File: config.mk
export PLATFORM = sky130hd
export DESIGN_NAME = smx_div
export DESIGN_NICKNAME = d
export VERILOG_FILES = /design/src/rtl/smx_pkg.sv /design/src/rtl/smx_div.sv
export SDC_FILE = /design/constraint.sdc
export NUM_CORES = 1
export LEC_CHECK = 0
export BUFFER_PORTS_ARGS = -buffer_cell sky130_fd_sc_hd__clkbuf_2
export CAP_MARGIN = 20
export CORE_MARGIN = 1
export CORE_UTILIZATION = 58
export DETAILED_ROUTE_END_ITERATION = 6
export HOLD_SLACK_MARGIN = 0.1
export PLACE_DENSITY = 0.81
export SYNTH_ARGS = -nofsm -noshare
export SYNTH_HDL_FRONTEND = slang
export SYNTH_SLANG_ARGS = --single-unit
File: constraint.sdc
create_clock -name clk -period 4.68 [get_ports clk]
set_input_delay 0.234 -clock clk [delete_from_list [all_inputs] [get_ports clk]]
set_output_delay 0.234 -clock clk [all_outputs]
set_load 0.005 [all_outputs]
File: src/rtl/smx_pkg.sv
// ----------------------------------------------------------------------------
// smx_pkg
// Shared constants, opcodes, status codes and sequencer states of the
// stack machine executor.
// ----------------------------------------------------------------------------
package smx_pkg;

  localparam int STACK_DEPTH = 256;
  localparam int DATA_W      = 32;
  localparam int ADDR_W      = $clog2(STACK_DEPTH);
  localparam int CNT_W       = $clog2(STACK_DEPTH + 1);
  localparam int DIV_CNT_W   = $clog2(DATA_W);

  localparam logic [3:0] OP_PUSH = 4'd0;
  localparam logic [3:0] OP_ADD  = 4'd1;
  localparam logic [3:0] OP_SUB  = 4'd2;
  localparam logic [3:0] OP_MUL  = 4'd3;
  localparam logic [3:0] OP_DIV  = 4'd4;
  localparam logic [3:0] OP_MOD  = 4'd5;
  localparam logic [3:0] OP_POP  = 4'd6;
  localparam logic [3:0] OP_AND  = 4'd8;
  localparam logic [3:0] OP_OR   = 4'd9;
  localparam logic [3:0] OP_NOT  = 4'd10;
  localparam logic [3:0] OP_HALT = 4'd11;

  localparam logic [2:0] ST_OK        = 3'd0;
  localparam logic [2:0] ST_OVERFLOW  = 3'd1;
  localparam logic [2:0] ST_UNDERFLOW = 3'd2;
  localparam logic [2:0] ST_DIVZERO   = 3'd3;
  localparam logic [2:0] ST_HALTED    = 3'd4;

  typedef enum logic [2:0] {
    S_IDLE,
    S_RD_TOP,
    S_RD_NEXT,
    S_DIV,
    S_DONE
  } smx_state_t;

endpackage

File: src/rtl/smx_div.sv
// ----------------------------------------------------------------------------
// smx_div
// Iterative signed divider, one quotient bit per cycle. Quotient and
// remainder truncate toward zero.
// ----------------------------------------------------------------------------
module smx_div import smx_pkg::*; (
  input  logic              clk,
  input  logic              rst_n,
  input  logic              start,
  input  logic [DATA_W-1:0] dividend,
  input  logic [DATA_W-1:0] divisor,
  output logic              done,
  output logic [DATA_W-1:0] quotient,
  output logic [DATA_W-1:0] remainder
);

  logic                 busy_r, busy_nxt;
  logic                 done_r, done_nxt;
  logic [DIV_CNT_W-1:0] cnt_r, cnt_nxt;
  logic [DATA_W-1:0]    rem_r, rem_nxt;
  logic [DATA_W-1:0]    quo_r, quo_nxt;
  logic [DATA_W-1:0]    dvsr_r, dvsr_nxt;
  logic                 neg_q_r, neg_q_nxt;
  logic                 neg_r_r, neg_r_nxt;
  logic [DATA_W:0]      rem_shift;
  logic [DATA_W:0]      diff;

  always_ff @(posedge clk) begin
    if (!rst_n) begin
      busy_r <= 1'b0;
      done_r <= 1'b0;
      cnt_r  <= '0;
    end else begin
      busy_r <= busy_nxt;
      done_r <= done_nxt;
      cnt_r  <= cnt_nxt;
    end
    rem_r   <= rem_nxt;
    quo_r   <= quo_nxt;
    dvsr_r  <= dvsr_nxt;
    neg_q_r <= neg_q_nxt;
    neg_r_r <= neg_r_nxt;
  end

  always_comb begin
    busy_nxt  = busy_r;
    done_nxt  = 1'b0;
    cnt_nxt   = cnt_r;
    rem_nxt   = rem_r;
    quo_nxt   = quo_r;
    dvsr_nxt  = dvsr_r;
    neg_q_nxt = neg_q_r;
    neg_r_nxt = neg_r_r;
    rem_shift = {rem_r, quo_r[DATA_W-1]};
    diff      = rem_shift - {1'b0, dvsr_r};
    if (start) begin
      busy_nxt  = 1'b1;
      cnt_nxt   = '0;
      rem_nxt   = '0;
      quo_nxt   = dividend[DATA_W-1] ? (~dividend + 1'b1) : dividend;
      dvsr_nxt  = divisor[DATA_W-1] ? (~divisor + 1'b1) : divisor;
      neg_q_nxt = dividend[DATA_W-1] ^ divisor[DATA_W-1];
      neg_r_nxt = dividend[DATA_W-1];
    end else if (busy_r) begin
      if (!diff[DATA_W]) begin
        rem_nxt = diff[DATA_W-1:0];
        quo_nxt = {quo_r[DATA_W-2:0], 1'b1};
      end else begin
        rem_nxt = rem_shift[DATA_W-1:0];
        quo_nxt = {quo_r[DATA_W-2:0], 1'b0};
      end
      cnt_nxt = cnt_r + 1'b1;
      if (cnt_r == DIV_CNT_W'(DATA_W - 1)) begin
        busy_nxt = 1'b0;
        done_nxt = 1'b1;
      end
    end
  end

  assign done      = done_r;
  assign quotient  = neg_q_r ? (~quo_r + 1'b1) : quo_r;
  assign remainder = neg_r_r ? (~rem_r + 1'b1) : rem_r;

endmodule

==> qor.yml, run 1 <==
status:
  status: "completed"
power:
  powerDensity_nw_per_um2: 327.4
  power.total_uw: 3118
  vdd_drop_max_mv: 0.1878
  leakagePower_uw: 0.003832
floorplanning:
  num_rows: 43
  die_h_um: 123.0
  die-area_um2: 15130
  coreArea_um2: 14100
  fp.dieW_um: 123.0
  io_pins: 132
  start_util_pct: 60.25
worst_setup_path:
  cpPeakStageDelay_ns: 0.73
  critical_path.cell_chain: "inv_1 -> ha_1 -> fa_1 -> nand2b_1 -> a21oi_2 -> a41oi_1 -> o31ai_2 -> a221oi_1 -> o21ba_1 -> o311ai_4 -> buf_12 -> mux2i_1 -> nand2_1 -> a21oi_1"
  cp_slowest_cell: "o311ai_4"
  crit_family: "compound AO/OA/AOI/OAI gates"
  crit_path_start_kind: "flop"
  path_depth: 14
  cp.arrival_ns: 4.39
  crit_path_end_kind: "flop"
  critical_path_required_ns: 4.97
  reg2reg_slack_ns: 0.58
  path_buf_inv: 2
  crit_fanout: 42
  critPathKind: "flop to flop"
  reg2regPathDepth: 14
sta:
  rsz0062_at_grt: "no"
  slew_headroom_pct: 26.25
  min_period_ns: 4.103
  skew_ns: 0.007423
  finalMaxSlewViolations: 0
  max_freq_mhz: 243.7
  finalSetupViolations: 0
  worst-slew-pin-transition_ns: 1.106
  tns_ns: 0
  hold_violations: 0
  timing.final.crit_share_pct: 87.68
synthesis:
  synth_area_per_cell_um2: 8.596
  synth_fp_nets: 1094
  synth_top_cells_by_count: "114 x nor2_1, 100 x xnor2_1, 82 x a21oi_1"
  yosys.area.top_type: "edfxtp_1"
  synth_flop_cell: "edfxtp_1"
  synth.ff_latch_count: 105
  syn_area_um2: 8493
  synthArstFlopShare_pct: 0
  synth-seq-area-share_pct: 32.53
  synth_edf_count: 66
  post_synth_inst_count: 988
  ys_warn_count: 0
  yosysUniqueCellTypes: 67
  synth_top_area_share_pct: 23.34
  netlist_top_cells_area: "edfxtp_1 23%, xnor2_1 10%, dfxtp_1 9.2%"
  synth_most_common_cell: "nor2_1"
cells_and_area:
  antennaDiodeCount: 0
  drive_gt1_share_pct: 16.01
  nNetsFinal: 1194
  area_growth_pct: 12.12
global_routing:
  grt_usage_pct: 26.80
  grt_pass1_vias: 6626
  grt_max_degree: 70
  overflow: 0
  antenna_found_initial: 0
  grt_first_pass_wirelength_mm: 31.95
clock_network:
  htree_levels: 3
  cts_buffer_depth: 2
  cts_tree: "yes"
  cts_buffers: 9
  clk_transition_reported_paths_ns: 0.07
  cts-root-buf: "clkbuf_16"
  cts.sink_count: 105
  clock_latency_ns: 0.36
detailed_routing:
  drc_errors: 0
  drt_first_pass_iters: 7
  drt-vias-per-instance: 5.941
  via_count: 7563
  wl_per_cell_um: 15.52
  drt-initial-drc-count: 651
  ant_nets: 0
  drt-total-wl_mm: 19.75
placed_design:
  hpwl_mm: 14.64
  routabilityCongestion: 0.9448
  io_buffers: 131
hold_path:
  min_path_type: "input pin to flop"
  whs_path_depth: 2
job:
  maxCapViolCount: 0
[logic make-up after synthesis]
logic type | count (synthesis) | share of synthesized area (%)
adders and majority gates | 39 | 5.834
DFF | 105 | 32.53
AOI/OAI and AO/OA | 282 | 22.02
xor gates and xnor gates | 146 | 15.06
muxes | 15 | 1.768
and+or+nand+nor | 297 | 17.46
buffers and inverters | 104 | 5.333
[what timing repair did]
item	4_1_cts	5_1_grt
buffers inserted	0	0
hold buffers	2	0
gates resized for setup	0	0
hold endpoints to repair	2	0
[state kept, by name, indices dropped and copies added, names as in the netlist]
name and flops:
rem_r 32, done 1, quo_r 32, dvsr_r 32
neg_r_r 1, cnt_r 5, busy_r 1, neg_q_r 1
[stage by stage]
| step | hold slack (ns) | instances | worst slack (ns) | area (um2) | util, % |
|---|---|---|---|---|---|
| final | 0.1905 | 1273 | 0.5767 | 9523 | 67.56 |
| after global routing | 0.1960 | 1273 | 0.3206 | 9523 | 67.56 |
| after CTS | 0.1822 | 1273 | 0.6417 | 9523 | 67.56 |
| after detailed placement | 0.4649 | 1255 | 0.6563 | 9185 | 65.16 |
| after global placement | 0.4544 | 1255 | 0.7718 | 9185 | 65.16 |
| after floorplan | 0.3329 | 988 | 1.377 | 8493 | - |
[worst register-to-register path, delay by kind of cell (launching register included)]
kind            cells  cell delay, ns
simple gates        2            0.25
flops               1            0.35
buf+inv             2            0.37
mux                 1            0.22
compound gates      7            2.23
fa+ha+maj           2            0.62
[metal layers]
| metal | up-vias | GRT usage (%) | part of all wire [%] |
|---|---|---|---|
| met3 | 19 | 5.812 | 8.3 |
| li1 | 3792 | - | - |
| met1 | 3518 | 38.29 | 46 |
| met4 | 0 | 7.380 | 1.4 |
| met5 | - | 0 | 0 |
| met2 | 234 | 40.87 | 44 |
[cell type report]
cell class | instances | area (um2)
multi-input cells | 779 | 5278
clock inverters | 7 | 92.59
inverters | 54 | 202.7
clock buffers | 9 | 225.2
flip-flops and latches | 105 | 2764
fillers | 1173 | 4573
well taps | 180 | 225.2
repair buffers | 139 | 735.7
[placed cells by master, fill, tap and decap left out, types with 6 or more instances in the layout]
master | Yosys | final
clkbuf_2 | 0 | 130
nor2_1 | 114 | 114
xnor2_1 | 100 | 100
a21oi_1 | 82 | 82
nand2_1 | 70 | 70
edfxtp_1 | 66 | 66
o21ai_0 | 58 | 58
inv_1 | 54 | 54
xor2_1 | 46 | 46
ha_1 | 38 | 38
dfxtp_1 | 39 | 38
a211oi_1 | 33 | 33
o31ai_1 | 31 | 31
o41ai_1 | 19 | 19
mux2i_1 | 15 | 15
or4_1 | 14 | 14
nand2b_1 | 14 | 14
nand3_1 | 11 | 11
nand4_1 | 10 | 10
nor3_1 | 10 | 10
o21a_1 | 10 | 10
or3_1 | 10 | 10
nor4_1 | 9 | 9
clkbuf_16 | 0 | 9
a21o_1 | 8 | 8
nor2b_1 | 6 | 6
or4_4 | 6 | 6
o21bai_1 | 6 | 6
buf_4 | 3 | 6
[report_power, final]
part / total (uW) / switching [uW] / internal (uW)
clock network: 822 / 354 / 468
registers: 1210 / 121 / 1090
logic: 1080 / 597 / 485
[worst paths after layout]
check	to	startpoint
setup / recovery	rem_r[1]	quo_r[31]
hold / removal	dvsr_r[29]	divisor[29]
setup reg to reg	rem_r[1]	quo_r[31]
hold reg to reg	cnt_r[3]	cnt_r[3]
No activity file was read; power rests on OpenSTA's default activity.
==> inputs of run 2 (changes only) <==
Settings changed: CORE_UTILIZATION 58 to 53, PLACE_DENSITY 0.81 to 0.78.
Clock period 4.68 ns to 3.6 ns, I/O delays scaled along.
==> qor.yml, run 2 (synthesis results as in run 1) <==
worst_setup_path:
  cp.arrival_ns: 3.31  # was 4.39 ns
  crit_family: "simple AND/OR/NAND/NOR gates"  # was compound AO/OA/AOI/OAI gates
  r2r_start: "quo_r[31]"  # unchanged
  reg2reg_slack_ns: 0.22  # was 0.58 ns
  path_buf_inv: 2  # unchanged
  critical_path.cell_chain: "buf_4 -> nor4_4 -> nand4_1 -> or4_4 -> or4_4 -> or4_4 -> o31ai_4 -> xnor2_1 -> buf_2"  # was inv_1 -> ha_1 -> fa_1 -> nand2b_1 -> a21oi_2 -> a41oi_1 -> o31ai_2 -> a221oi_1 -> o21ba_1 -> o311ai_4 -> buf_12 -> mux2i_1 -> nand2_1 -> a21oi_1
  crit_fanout: 5  # was 42
  worstSetupStartpoint: "rem_r[4]"  # was quo_r[31]
  crit_path_end_kind: "output port"  # was flop
  crit_path_start_kind: "flop"  # unchanged
  cpPeakStageDelay_ns: 0.50  # was 0.73 ns
  critical_path_required_ns: 3.42  # was 4.97 ns
  cp_slowest_cell: "or4_4"  # was o311ai_4
  cpMostUsedCell: "or4_4"
  critPathKind: "flop to output port"  # was flop to flop
hold_path:
  min-delay-start: "divisor[21]"  # was divisor[29]
  min_path_type: "input pin to flop"  # unchanged
global_routing:
  overflow: 0  # unchanged
  grt_max_degree: 82  # was 70
  grt_usage_pct: 25.07  # was 26.80%
  antenna_found_initial: 0  # unchanged
  grt_pass1_vias: 6875  # was 6626
  grt_first_pass_wirelength_mm: 33.02  # was 31.95 mm
sta:
  min_period_ns: 3.486
  hold_violations: 0  # unchanged
  worst-slew-pin-transition_ns: 1.035  # was 1.106 ns
  tns_ns: 0  # unchanged
  fin_hold_ws_ns: 0.1256  # was 0.1905 ns
  skew_ns: 0.008349  # was 0.007423 ns
  slew_headroom_pct: 31.03  # was 26.25%
  rsz0062_at_grt: "no"  # unchanged
  max_freq_mhz: 286.9
  finalSetupViolations: 0  # unchanged
  timing.final.crit_share_pct: 96.82
  finalMaxSlewViolations: 0  # unchanged
placed_design:
  placedCellCount: 1298  # was 1255
  routabilityCongestion: 0.9569  # was 0.9448
  hpwl_mm: 15.25  # was 14.64 mm
  io_buffers: 131  # unchanged
  place_area_um2: 9326  # was 9185 um2
cells_and_area:
  final_cell_mix: "129 x clkbuf_2, 114 x nor2_1, 100 x xnor2_1, 82 x a21oi_1, 70 x nand2_1"  # was 130 x clkbuf_2, 114 x nor2_1, 100 x xnor2_1, 82 x a21oi_1, 70 x nand2_1
  final_common_cell: "clkbuf_2"  # unchanged
  multi_input_area_um2: 5308  # was 5278 um2
  largestRegisters: "dvsr_r x32, quo_r x32, rem_r x32"  # unchanged
  nFillCells: 1365  # was 1173
  final_area_um2: 9694  # was 9523 um2
  final_util_pct: 62.84  # was 67.56%
  drive_gt1_share_pct: 17.62  # was 16.01%
  seq_area_um2: 2766  # was 2764 um2
  area_growth_pct: 14.14  # was 12.12%
  nNetsFinal: 1208  # was 1194
  antennaDiodeCount: 0  # unchanged
  finalNonFillerCells: 1318  # was 1273
floorplanning:
  die_h_um: 128.6  # was 123.0 um
  coreArea_um2: 15430  # was 14100 um2
  fp.dieW_um: 128.6  # was 123.0 um
  num_rows: 45  # was 43
  io_pins: 132  # unchanged
  die-area_um2: 16540  # was 15130 um2
  start_util_pct: 55.05  # was 60.25%
clock_network:
  cts-root-buf: "clkbuf_16"  # unchanged
  cts_tree: "yes"  # unchanged
  cts_buffer_depth: 2  # unchanged
  cts_buffers: 9  # unchanged
  htree_levels: 3  # unchanged
  clk_transition_reported_paths_ns: 0.07  # about the same
  cts.sink_count: 105  # unchanged
  clock_latency_ns: 0.36  # about the same
detailed_routing:
  ant_nets: 0  # unchanged
  drt-initial-drc-count: 547  # was 651
  wl_per_cell_um: 15.19  # was 15.52 um
  drt-vias-per-instance: 5.714  # was 5.941
  drt_first_pass_iters: 5  # was 7
  drc_errors: 0  # unchanged
  drt-total-wl_mm: 20.02  # was 19.75 mm
  via_count: 7531  # was 7563
status:
  status: "completed"  # unchanged
job:
  maxCapViolCount: 0  # unchanged
power:
  powerDensity_nw_per_um2: 415.9  # was 327.4 nW/um2
  leakagePower_uw: 0.003905  # was 0.003832 uW
  vdd_drop_max_mv: 0.2579  # was 0.1878 mV
[run 2: final cells by class]
class	count	share of cell area [%]
clock buffer	11	2.504
inverter	54	2.091
sequential	105	28.54
tap	211	2.723
timing repair buffer	153	8.841
multi-input combinational	779	54.75
clock inverter	5	0.5550
[run 2: timing repair]
action,CTS,global route
buffers inserted,0,2
hold endpoints to repair,2,0
gates resized for setup,0,9
hold buffers,2,0
setup endpoints to repair,0,37
[run 2: report_power, final]
part           total, uW  switching, uW  internal (uW)
Combinational       1450            790            663
Sequential          1570            154           1420
Clock               1000            447            557
[run 2: metal layers]
metal / track usage [%] / part of all wire, %
met5: 0 / 0
met2: 39.78 / 44
met1: 33.66 / 46
met3: 5.198 / 8.1
met4: 9.481 / 2.0
[run 2: final timing paths]
check                                     end  depth (start not counted)
worst max-delay path            remainder[28]                          9
worst min-delay path               dvsr_r[21]                          2
worst max register to register       rem_r[4]                         13
worst min register to register       cnt_r[3]                          2
[run 2: through the flow]
step	worst slack, ns	power [uW]
finish	0.1144	4031
global route	0.0007783	4266
CTS	0.01618	4022
global placement	0.1592	2994
floorplan	0.2965	2566
detailed placement	0.04159	3017
[run 2: worst reg2reg max path, delay by kind of cell, from the launching register on]
kind            cells  cell delay [ns]
flops               1             0.35
simple gates        2             0.52
compound gates      7             1.55
fa+ha+maj           2             0.59
buf+inv             2             0.26
